===== src/sv/assert_macros.svh =====
// Assertion macros for the tracker RTL, used by dalt_core.
`ifndef ASSERT_MACROS_SVH
`define ASSERT_MACROS_SVH

// Checks that b holds in the same cycle as a.
`define ASSERT_NOW(label, clk, rst_n, a, b) \
  label: assert property (@(posedge clk) disable iff (!rst_n) (a) |-> (b)) \
    else $error("assertion failed");

// Checks that b holds in the cycle after a.
`define ASSERT_NEXT(label, clk, rst_n, a, b) \
  label: assert property (@(posedge clk) disable iff (!rst_n) (a) |=> (b)) \
    else $error("assertion failed");

`endif


===== src/sv/dalt_pkg.sv =====
// Types, constants and helper functions for the dual-axis light tracker.
`timescale 1ns / 1ps

package dalt_pkg;

  localparam int TOL_BITS = 10;
  localparam int POS_BITS = 8;
  localparam int QTR_BITS = 10;
  localparam int CNT_BITS = 8;
  localparam int IDX_BITS = 3;
  localparam int CFG_BITS = 10;

  typedef enum logic [IDX_BITS-1:0] {
    REG_TOL_MIN  = 3'd0,
    REG_TOL_MAX  = 3'd1,
    REG_VERT_MIN = 3'd2,
    REG_VERT_MAX = 3'd3,
    REG_HOR_MIN  = 3'd4,
    REG_HOR_MAX  = 3'd5,
    REG_REFRESH  = 3'd6
  } cfg_idx_t;

  typedef struct packed {
    logic [TOL_BITS-1:0] tol_min;
    logic [TOL_BITS-1:0] tol_max;
    logic [POS_BITS-1:0] vert_min;
    logic [POS_BITS-1:0] vert_max;
    logic [POS_BITS-1:0] hor_min;
    logic [POS_BITS-1:0] hor_max;
    logic [CNT_BITS-1:0] refresh_period;
  } cfg_t;

  localparam logic [TOL_BITS-1:0] TOL_MIN_RST  = 10'd30;
  localparam logic [TOL_BITS-1:0] TOL_MAX_RST  = 10'd250;
  localparam logic [POS_BITS-1:0] VERT_MIN_RST = 8'd0;
  localparam logic [POS_BITS-1:0] VERT_MAX_RST = 8'd50;
  localparam logic [POS_BITS-1:0] HOR_MIN_RST  = 8'd0;
  localparam logic [POS_BITS-1:0] HOR_MAX_RST  = 8'd100;
  localparam logic [CNT_BITS-1:0] REFRESH_RST  = 8'd201;
  localparam logic [QTR_BITS-1:0] QTR_RST      = 10'd200;
  localparam logic [TOL_BITS-1:0] TOL_RST      = 10'd100;

  // One quarter-degree step with the clamp. The limit checks are written as
  // compares on the old position so no signed arithmetic is needed.
  function automatic logic [QTR_BITS-1:0] step_axis(
    input logic [QTR_BITS-1:0] q,
    input logic                up,
    input logic [POS_BITS-1:0] lo,
    input logic [POS_BITS-1:0] hi
  );
    logic [QTR_BITS-1:0] qlo;
    logic [QTR_BITS-1:0] qhi;
    qlo = {lo, 2'b00};
    qhi = {hi, 2'b00};
    if (up) begin
      step_axis = (q >= qhi) ? qhi : q + 10'd1;
    end else begin
      step_axis = (q <= qlo) ? qlo : q - 10'd1;
    end
  endfunction

  // Rounds a quarter-degree position half up to whole degrees.
  function automatic logic [POS_BITS-1:0] round_deg(input logic [QTR_BITS-1:0] q);
    logic [QTR_BITS:0] sum;
    sum = {1'b0, q} + 11'd2;
    round_deg = sum[QTR_BITS-1:2];
  endfunction

endpackage


===== src/sv/dual_axis_light_tracker_stepper_unit.sv =====
// Top level of the dual-axis light tracker stepper.
`timescale 1ns / 1ps

// Usage
// Input channel (in_valid / in_ready): one request carries four light
// samples and one knob sample. Result channel (out_valid / out_ready): one
// result per request with both axis positions in whole degrees, the two
// servo command flags and the tolerance in effect after the request.
// Configuration: cfg_we writes cfg_data into register cfg_index at the clock
// edge; write only while no request is in flight.
// A request waits in the input register until the result register is empty
// or being taken, then moves into the result register and raises out_valid.
// Throughput: one request per cycle while out_ready stays high. The position,
// tolerance and refresh counter update as each request leaves the input
// register.
// Reset (rst_n low, synchronous) restores the register defaults, both
// positions to 50 degrees, the tolerance to 100 and empties both stages.
// When the receiver stalls, the result register holds and the input
// register still takes one more request; in_ready then drops until the
// result is taken.

module dual_axis_light_tracker_stepper_unit #(
  parameter int SAMPLE_BITS = 10
) (
  input  logic                              clk,
  input  logic                              rst_n,
  input  logic                              in_valid,
  output logic                              in_ready,
  input  logic [SAMPLE_BITS-1:0]            in_right_bottom,
  input  logic [SAMPLE_BITS-1:0]            in_left_bottom,
  input  logic [SAMPLE_BITS-1:0]            in_right_top,
  input  logic [SAMPLE_BITS-1:0]            in_left_top,
  input  logic [SAMPLE_BITS-1:0]            in_knob,
  output logic                              out_valid,
  input  logic                              out_ready,
  output logic [dalt_pkg::POS_BITS-1:0]     out_vertical_degrees,
  output logic                              out_vertical_command,
  output logic [dalt_pkg::POS_BITS-1:0]     out_horizontal_degrees,
  output logic                              out_horizontal_command,
  output logic [dalt_pkg::TOL_BITS-1:0]     out_tolerance_now,
  input  logic                              cfg_we,
  input  logic [dalt_pkg::IDX_BITS-1:0]     cfg_index,
  input  logic [dalt_pkg::CFG_BITS-1:0]     cfg_data
);

  localparam int PW = SAMPLE_BITS + dalt_pkg::TOL_BITS;

  dalt_pkg::cfg_t         cfg;
  logic                   s1_valid, s1_take;
  logic [SAMPLE_BITS-1:0] s1_rb, s1_lb, s1_rt, s1_lt;
  logic [PW-1:0]          s1_prod;

  dalt_cfg_regs u_cfg (
    .clk       (clk),
    .rst_n     (rst_n),
    .cfg_we    (cfg_we),
    .cfg_index (cfg_index),
    .cfg_data  (cfg_data),
    .cfg       (cfg)
  );

  dalt_front #(.SAMPLE_BITS(SAMPLE_BITS)) u_front (
    .clk             (clk),
    .rst_n           (rst_n),
    .in_valid        (in_valid),
    .in_ready        (in_ready),
    .in_right_bottom (in_right_bottom),
    .in_left_bottom  (in_left_bottom),
    .in_right_top    (in_right_top),
    .in_left_top     (in_left_top),
    .in_knob         (in_knob),
    .cfg             (cfg),
    .s1_take         (s1_take),
    .s1_valid        (s1_valid),
    .s1_rb           (s1_rb),
    .s1_lb           (s1_lb),
    .s1_rt           (s1_rt),
    .s1_lt           (s1_lt),
    .s1_prod         (s1_prod)
  );

  dalt_core #(.SAMPLE_BITS(SAMPLE_BITS)) u_core (
    .clk                    (clk),
    .rst_n                  (rst_n),
    .cfg                    (cfg),
    .s1_valid               (s1_valid),
    .s1_take                (s1_take),
    .s1_rb                  (s1_rb),
    .s1_lb                  (s1_lb),
    .s1_rt                  (s1_rt),
    .s1_lt                  (s1_lt),
    .s1_prod                (s1_prod),
    .out_valid              (out_valid),
    .out_ready              (out_ready),
    .out_vertical_degrees   (out_vertical_degrees),
    .out_vertical_command   (out_vertical_command),
    .out_horizontal_degrees (out_horizontal_degrees),
    .out_horizontal_command (out_horizontal_command),
    .out_tolerance_now      (out_tolerance_now)
  );

endmodule


===== src/sv/dalt_cfg_regs.sv =====
// Configuration register file for the light tracker.
`timescale 1ns / 1ps

module dalt_cfg_regs (
  input  logic                                clk,
  input  logic                                rst_n,
  input  logic                                cfg_we,
  input  logic [dalt_pkg::IDX_BITS-1:0]       cfg_index,
  input  logic [dalt_pkg::CFG_BITS-1:0]       cfg_data,
  output dalt_pkg::cfg_t                      cfg
);

  dalt_pkg::cfg_t cfg_r;
  dalt_pkg::cfg_t cfg_nxt;

  always_comb begin
    cfg_nxt = cfg_r;
    if (cfg_we) begin
      case (dalt_pkg::cfg_idx_t'(cfg_index))
        dalt_pkg::REG_TOL_MIN:  cfg_nxt.tol_min        = cfg_data[dalt_pkg::TOL_BITS-1:0];
        dalt_pkg::REG_TOL_MAX:  cfg_nxt.tol_max        = cfg_data[dalt_pkg::TOL_BITS-1:0];
        dalt_pkg::REG_VERT_MIN: cfg_nxt.vert_min       = cfg_data[dalt_pkg::POS_BITS-1:0];
        dalt_pkg::REG_VERT_MAX: cfg_nxt.vert_max       = cfg_data[dalt_pkg::POS_BITS-1:0];
        dalt_pkg::REG_HOR_MIN:  cfg_nxt.hor_min        = cfg_data[dalt_pkg::POS_BITS-1:0];
        dalt_pkg::REG_HOR_MAX:  cfg_nxt.hor_max        = cfg_data[dalt_pkg::POS_BITS-1:0];
        dalt_pkg::REG_REFRESH:  cfg_nxt.refresh_period = cfg_data[dalt_pkg::CNT_BITS-1:0];
        default: cfg_nxt = cfg_r;
      endcase
    end
  end

  always_ff @(posedge clk) begin
    if (!rst_n) begin
      cfg_r.tol_min        <= dalt_pkg::TOL_MIN_RST;
      cfg_r.tol_max        <= dalt_pkg::TOL_MAX_RST;
      cfg_r.vert_min       <= dalt_pkg::VERT_MIN_RST;
      cfg_r.vert_max       <= dalt_pkg::VERT_MAX_RST;
      cfg_r.hor_min        <= dalt_pkg::HOR_MIN_RST;
      cfg_r.hor_max        <= dalt_pkg::HOR_MAX_RST;
      cfg_r.refresh_period <= dalt_pkg::REFRESH_RST;
    end else begin
      cfg_r <= cfg_nxt;
    end
  end

  assign cfg = cfg_r;

endmodule


===== src/sv/dalt_front.sv =====
// Input register stage: captures the samples and the knob-times-span product.
`timescale 1ns / 1ps

module dalt_front #(
  parameter int SAMPLE_BITS = 10
) (
  input  logic                               clk,
  input  logic                               rst_n,
  input  logic                               in_valid,
  output logic                               in_ready,
  input  logic [SAMPLE_BITS-1:0]             in_right_bottom,
  input  logic [SAMPLE_BITS-1:0]             in_left_bottom,
  input  logic [SAMPLE_BITS-1:0]             in_right_top,
  input  logic [SAMPLE_BITS-1:0]             in_left_top,
  input  logic [SAMPLE_BITS-1:0]             in_knob,
  input  dalt_pkg::cfg_t                     cfg,
  input  logic                               s1_take,
  output logic                               s1_valid,
  output logic [SAMPLE_BITS-1:0]             s1_rb,
  output logic [SAMPLE_BITS-1:0]             s1_lb,
  output logic [SAMPLE_BITS-1:0]             s1_rt,
  output logic [SAMPLE_BITS-1:0]             s1_lt,
  output logic [SAMPLE_BITS+dalt_pkg::TOL_BITS-1:0] s1_prod
);

  localparam int PW = SAMPLE_BITS + dalt_pkg::TOL_BITS;

  logic                    valid_r;
  logic                    valid_nxt;
  logic [SAMPLE_BITS-1:0]  rb_r, lb_r, rt_r, lt_r;
  logic [PW-1:0]           prod_r;
  logic [dalt_pkg::TOL_BITS-1:0] span;
  logic [PW-1:0]           prod_nxt;
  logic                    load;

  // A reversed tolerance range collapses to a zero span.
  assign span = (cfg.tol_max >= cfg.tol_min) ? (cfg.tol_max - cfg.tol_min)
                                             : '0;
  assign prod_nxt = PW'(in_knob) * PW'(span);

  assign in_ready  = !valid_r || s1_take;
  assign load      = in_valid && in_ready;
  assign valid_nxt = load ? 1'b1 : (s1_take ? 1'b0 : valid_r);

  always_ff @(posedge clk) begin
    if (!rst_n) begin
      valid_r <= 1'b0;
    end else begin
      valid_r <= valid_nxt;
    end
  end

  always_ff @(posedge clk) begin
    if (load) begin
      rb_r   <= in_right_bottom;
      lb_r   <= in_left_bottom;
      rt_r   <= in_right_top;
      lt_r   <= in_left_top;
      prod_r <= prod_nxt;
    end
  end

  assign s1_valid = valid_r;
  assign s1_rb    = rb_r;
  assign s1_lb    = lb_r;
  assign s1_rt    = rt_r;
  assign s1_lt    = lt_r;
  assign s1_prod  = prod_r;

endmodule


===== src/sv/dalt_core.sv =====
// Tracking step: axis tests, position and tolerance state, result register.
`timescale 1ns / 1ps
`include "assert_macros.svh"

module dalt_core #(
  parameter int SAMPLE_BITS = 10
) (
  input  logic                               clk,
  input  logic                               rst_n,
  input  dalt_pkg::cfg_t                     cfg,
  input  logic                               s1_valid,
  output logic                               s1_take,
  input  logic [SAMPLE_BITS-1:0]             s1_rb,
  input  logic [SAMPLE_BITS-1:0]             s1_lb,
  input  logic [SAMPLE_BITS-1:0]             s1_rt,
  input  logic [SAMPLE_BITS-1:0]             s1_lt,
  input  logic [SAMPLE_BITS+dalt_pkg::TOL_BITS-1:0] s1_prod,
  output logic                               out_valid,
  input  logic                               out_ready,
  output logic [dalt_pkg::POS_BITS-1:0]      out_vertical_degrees,
  output logic                               out_vertical_command,
  output logic [dalt_pkg::POS_BITS-1:0]      out_horizontal_degrees,
  output logic                               out_horizontal_command,
  output logic [dalt_pkg::TOL_BITS-1:0]      out_tolerance_now
);

  localparam int PW = SAMPLE_BITS + dalt_pkg::TOL_BITS;
  localparam int ZW = PW + 1;
  localparam int CW = (SAMPLE_BITS > dalt_pkg::TOL_BITS) ? SAMPLE_BITS : dalt_pkg::TOL_BITS;
  localparam logic [ZW-1:0] FULL = ZW'((1 << SAMPLE_BITS) - 1);
  localparam logic [ZW-1:0] HALF = ZW'((1 << (SAMPLE_BITS - 1)) - 1);

  logic [dalt_pkg::QTR_BITS-1:0] vq_r, vq_nxt, hq_r, hq_nxt;
  logic [dalt_pkg::TOL_BITS-1:0] tol_r, tol_nxt;
  logic [dalt_pkg::CNT_BITS-1:0] cnt_r, cnt_nxt, cnt_inc;
  logic                          ov_r, ov_nxt;
  logic [dalt_pkg::POS_BITS-1:0] vdeg_r, hdeg_r;
  logic                          vcmd_r, hcmd_r;
  logic [dalt_pkg::TOL_BITS-1:0] otol_r;

  logic [SAMPLE_BITS:0]   sum_top, sum_bot, sum_left, sum_right;
  logic [SAMPLE_BITS-1:0] top, bottom, left, right, adv, adh;
  logic                   vcmd, hcmd, reload;
  logic [ZW-1:0]          z, q0, r, q1, r2, add;
  logic [dalt_pkg::TOL_BITS-1:0] tol_new;

  assign s1_take = s1_valid && (!ov_r || out_ready);

  // Pair averages with floor halving.
  assign sum_top   = {1'b0, s1_lt} + {1'b0, s1_rt};
  assign sum_bot   = {1'b0, s1_lb} + {1'b0, s1_rb};
  assign sum_left  = {1'b0, s1_lb} + {1'b0, s1_lt};
  assign sum_right = {1'b0, s1_rb} + {1'b0, s1_rt};
  assign top    = sum_top[SAMPLE_BITS:1];
  assign bottom = sum_bot[SAMPLE_BITS:1];
  assign left   = sum_left[SAMPLE_BITS:1];
  assign right  = sum_right[SAMPLE_BITS:1];

  assign adv = (top >= bottom) ? top - bottom : bottom - top;
  assign adh = (left >= right) ? left - right : right - left;
  assign vcmd = CW'(adv) > CW'(tol_r);
  assign hcmd = CW'(adh) > CW'(tol_r);

  // Rounded knob scaling: floor((prod + HALF) / FULL) with FULL = 2^N - 1.
  // Two end-around folds leave a remainder below twice FULL, so one compare
  // finishes the quotient.
  assign z   = ZW'(s1_prod) + HALF;
  assign q0  = z >> SAMPLE_BITS;
  assign r   = (z & FULL) + q0;
  assign q1  = r >> SAMPLE_BITS;
  assign r2  = (r & FULL) + q1;
  assign add = q0 + q1 + ((r2 >= FULL) ? ZW'(1) : ZW'(0));
  assign tol_new = cfg.tol_min + add[dalt_pkg::TOL_BITS-1:0];

  assign cnt_inc = cnt_r + 8'd1;
  assign reload  = cnt_inc >= cfg.refresh_period;

  always_comb begin
    vq_nxt  = vq_r;
    hq_nxt  = hq_r;
    tol_nxt = tol_r;
    cnt_nxt = cnt_r;
    if (s1_take) begin
      // A passing axis test implies a nonzero difference, so the direction
      // is always defined when the axis moves.
      if (vcmd) begin
        vq_nxt = dalt_pkg::step_axis(vq_r, top < bottom, cfg.vert_min, cfg.vert_max);
      end
      if (hcmd) begin
        hq_nxt = dalt_pkg::step_axis(hq_r, left < right, cfg.hor_min, cfg.hor_max);
      end
      if (reload) begin
        tol_nxt = tol_new;
        cnt_nxt = '0;
      end else begin
        cnt_nxt = cnt_inc;
      end
    end
  end

  assign ov_nxt = s1_take ? 1'b1 : ((ov_r && out_ready) ? 1'b0 : ov_r);

  always_ff @(posedge clk) begin
    if (!rst_n) begin
      vq_r  <= dalt_pkg::QTR_RST;
      hq_r  <= dalt_pkg::QTR_RST;
      tol_r <= dalt_pkg::TOL_RST;
      cnt_r <= '0;
      ov_r  <= 1'b0;
    end else begin
      vq_r  <= vq_nxt;
      hq_r  <= hq_nxt;
      tol_r <= tol_nxt;
      cnt_r <= cnt_nxt;
      ov_r  <= ov_nxt;
    end
  end

  always_ff @(posedge clk) begin
    if (s1_take) begin
      vdeg_r <= dalt_pkg::round_deg(vq_nxt);
      hdeg_r <= dalt_pkg::round_deg(hq_nxt);
      vcmd_r <= vcmd;
      hcmd_r <= hcmd;
      otol_r <= tol_nxt;
    end
  end

  assign out_valid              = ov_r;
  assign out_vertical_degrees   = vdeg_r;
  assign out_vertical_command   = vcmd_r;
  assign out_horizontal_degrees = hdeg_r;
  assign out_horizontal_command = hcmd_r;
  assign out_tolerance_now      = otol_r;

  `ASSERT_NEXT(a_vert_holds, clk, rst_n, !(s1_take && vcmd), $stable(vq_r))
  `ASSERT_NEXT(a_hor_holds, clk, rst_n, !(s1_take && hcmd), $stable(hq_r))
  `ASSERT_NEXT(a_tol_holds, clk, rst_n, !(s1_take && reload), $stable(tol_r))
  `ASSERT_NEXT(a_reload_clears, clk, rst_n, s1_take && reload, cnt_r == '0)
  `ASSERT_NOW(a_take_fills_out, clk, rst_n, s1_take, ov_nxt)

endmodule


===== config.mk =====
export PLATFORM = sky130hd
export DESIGN_NAME = dual_axis_light_tracker_stepper_unit
export DESIGN_NICKNAME = d
export VERILOG_FILES = /design/src/sv/dalt_pkg.sv /design/src/sv/dual_axis_light_tracker_stepper_unit.sv /design/src/sv/dalt_cfg_regs.sv /design/src/sv/dalt_front.sv /design/src/sv/dalt_core.sv
export VERILOG_INCLUDE_DIRS = /design/src /design/src/sv
export SDC_FILE = /design/constraint.sdc
export NUM_CORES = 1
export LEC_CHECK = 0
export BUFFER_PORTS_ARGS = -buffer_cell sky130_fd_sc_hd__buf_2
export CORE_MARGIN = 1.5
export CORE_UTILIZATION = 65
export DETAILED_ROUTE_END_ITERATION = 6
export MAX_ROUTING_LAYER = met4
export PLACE_DENSITY = 0.93
export SYNTH_ARGS = -nofsm -noshare
export SYNTH_HDL_FRONTEND = slang
export SYNTH_HIERARCHICAL = 1
export SYNTH_SLANG_ARGS = --single-unit

===== constraint.sdc =====
create_clock -name clk -period 15.74 [get_ports clk]
set_clock_uncertainty 0.15 [all_clocks]
set_input_delay 3.148 -clock clk [delete_from_list [all_inputs] [get_ports clk]]
set_output_delay 3.148 -clock clk [all_outputs]
set_load 0.02 [all_outputs]

==> qor.yml <==
clock_network:
  worstSkewPairLatency_ns: 0.44
  cts_buffers: 17
  cts_num_sinks: 188
  holdBufCountCts: 0
  cts_root_buf: "clkbuf_16"
  cts_buffer_depth: 2
  clk_pin_slew_ns: 0.07
  post_cts_buffers: 0
  cts-resized-gates: 0
  h-tree-depth: 4
  cts_tree: "yes"
setup_path:
  r2r-end: "u_core/out_vertical_degrees[4]$_DFFE_PP_"
  crit_type: "flop to flop"
  critPathMaxFanout: 19
  cpPeakStageDelay_ns: 0.81
  r2r_cells: 29
  start_kind: "flop"
  worstReg2RegStart: "u_front/s1_rb[1]$_DFFE_PP_"
  crit_start: "u_front/s1_rb[1]$_DFFE_PP_"
  reg2reg_slack_ns: 6.84
  cp_common_cell: "a21oi_1"
  cp.required_ns: 15.77
  arrival_ns: 8.93
  end_kind: "flop"
  slowest_stage: "a2111oi_0"
global_route:
  grt_max_degree: 107
  antenna_found_initial: 0
  grt_pass1_vias: 14400
  grt_overflow: 0
  grt_first_pass_wirelength_mm: 69.6
  grt_usage: 0.313
power_and_ir_drop:
  fin_total_pwr_mw: 3.33
  power_leakage_nw: 9.01
  pwr_density_cell_mw_per_mm2: 174
  ir_drop_mv: 0.225
die:
  die_w_um: 169
  io-pin-count: 98
  die_y_um: 169
  core_area_mm2: 0.0270
  num_rows: 60
  dieArea_mm2: 0.0285
  initial_core_util: 0.662
logic_synthesis:
  synth_top_area_frac: 0.166
  ys_top_cells_by_count: "ha_1, inv_1, nand2_1"
  synth.distinct_cells: 89
  synth_nets: 2288
  synthTopCellsByArea: "ha_1, edfxtp_1, dfxtp_1"
  syn_area_mm2: 0.0179
  synthFlopType: "dfxtp_1"
  synth_warnings: 6
  synth_most_common_cell: "ha_1"
  ys_async_sr_fraction: 0
  ys_seq_elements: 188
  yosysTopAreaCell: "ha_1"
  avgSynthCellArea_um2: 9.39
  syn_inst: 1907
  yosysSeqAreaShare: 0.259
  synth_edf_count: 88
run_status:
  status: "completed"
finish:
  fillCellCount: 1991
  nets: 2350
  syn2layout_area_growth_pct: 6.74
  drive_above_1_share: 0.0949
  final-seq-area_mm2: 0.00464
  multi_input_area_mm2: 0.0122
  antenna_cells: 0
  final_cells: 2323
job:
  maxCapViolCount: 0
placed_design:
  port_buffers: 97
  dp_cells: 2291
  pre_cts_ws_ns: 6.98
  place.gp.congestion: 0.956
  post-dp-hpwl_mm: 33.2
sta:
  tightest_slew_ns: 1.28
  hold_viol: 0
  fin_crit_ns: 8.90
  finalCritPeriodShare: 0.565
  rsz0062_at_grt: "false"
  finalSetupViolCount: 0
  maxSlewHeadroom: 0.144
  layout_setup_ws_ns: 6.84
  slew_viol_final: 0
  tns_ns: 0
  fmaxAchievable_mhz: 112
worst_hold_path:
  worst_hold_path.endpoint: "u_cfg/cfg[30]$_SDFFE_PN0P_"
  min_from: "u_cfg/cfg[30]$_SDFFE_PN0P_"
  hold_depth: 2
  hold_path.class: "flop to flop"
detailed_routing:
  drtPass1Iterations: 6
  drt_iter0_drc: 1360
  wl_per_cell_um: 18.4
  num_vias: 14200
  post-route-drc-count: 0
  antenna_left: 0
  wl_mm: 42.7
  vias_per_cell: 6.10
-- layout by cell type (no fill, tap or decap), types with 64 or more instances in the layout --
| cell | n |
|---|---|
| a21oi_1 | 84 |
| and3_1 | 72 |
| buf_2 | 97 |
| dfxtp_1 | 100 |
| edfxtp_1 | 88 |
| fa_1 | 76 |
| ha_1 | 237 |
| inv_1 | 199 |
| mux2i_1 | 92 |
| nand2_1 | 157 |
| nor2_1 | 73 |
| xnor2_1 | 101 |
| xor2_1 | 64 |
-- metal layers --
| metal | global-route usage | share of wire |
|---|---|---|
| met5 | - | 0 |
| met4 | 0.142 | 0.038 |
| met3 | 0.0388 | 0.048 |
| met2 | 0.528 | 0.49 |
| met1 | 0.376 | 0.42 |
-- sequential cells by signal, indices dropped and copies added, names as in the netlist, 8 cells and up --
name and cells:
u_cfg/cfg 60, u_front/s1_lb 10, u_core/out_horizontal_degrees 8, u_front/s1_rb 10, u_core/vq_r 10, u_core/out_vertical_degrees 8, u_front/s1_rt 10, u_front/s1_lt 10
u_core/out_tolerance_now 10, u_core/tol_r 10, u_core/cnt_r 8, u_front/s1_prod 20, u_core/hq_r 10
-- kinds of logic after synthesis --
| logic type | synth area share |
|---|---|
| muxes | 0.0584 |
| AOI/OAI and AO/OA | 0.126 |
| and+or+nand+nor | 0.166 |
| adders and majority gates | 0.251 |
| buffers and inverters | 0.0592 |
| DFF | 0.259 |
| xor gates and xnor gates | 0.0807 |
-- area by class of cell --
type                       count  share of cell area
clock buffer                  20              0.0234
timing repair buffer         104              0.0282
tap                          341              0.0223
sequential                   188               0.243
multi-input combinational   1457               0.639
clock inverter                12             0.00458
inverter                     201              0.0395
-- per-stage QoR --
step | instance area (µm²) | utilization | hold slack (ns)
global placement | 18600 | 0.687 | 0.293
detailed placement | 18600 | 0.687 | 0.301
finish | 19100 | 0.707 | 0.314
floorplan | 17900 | - | 0.285
global route | 19100 | 0.707 | 0.336
CTS | 19100 | 0.707 | 0.316
-- worst max-delay path by stage --
stage,cells after the start,end,slack [ns]
after floorplan,4,in_ready,7.76
after global placement,29,u_core/out_horizontal_degrees[7]$_DFFE_PP_,7.31
after detailed placement,29,u_core/out_vertical_degrees[4]$_DFFE_PP_,6.98
after CTS,29,u_core/out_vertical_degrees[4]$_DFFE_PP_,6.95
after global routing,31,u_core/out_horizontal_degrees[6]$_DFFE_PP_,6.26
final,29,u_core/out_vertical_degrees[4]$_DFFE_PP_,6.84
-- power by group --
part,switching (mW),total [mW],internal (mW)
sequential,0.0831,0.712,0.628
clock,0.197,0.406,0.209
combinational,1.27,2.21,0.941
total,1.55,3.33,1.78
-- worst max-delay path, delay by kind of cell (launching register included) --
family	cells	cell delay, ns
adders and majority gates	3	1.18
xor gates and xnor gates	3	0.48
buffers and inverters	1	0.07
and+or+nand+nor	6	1.61
AOI/OAI and AO/OA	16	4.65
DFF	1	0.49
(Power assumes the default switching activity.)
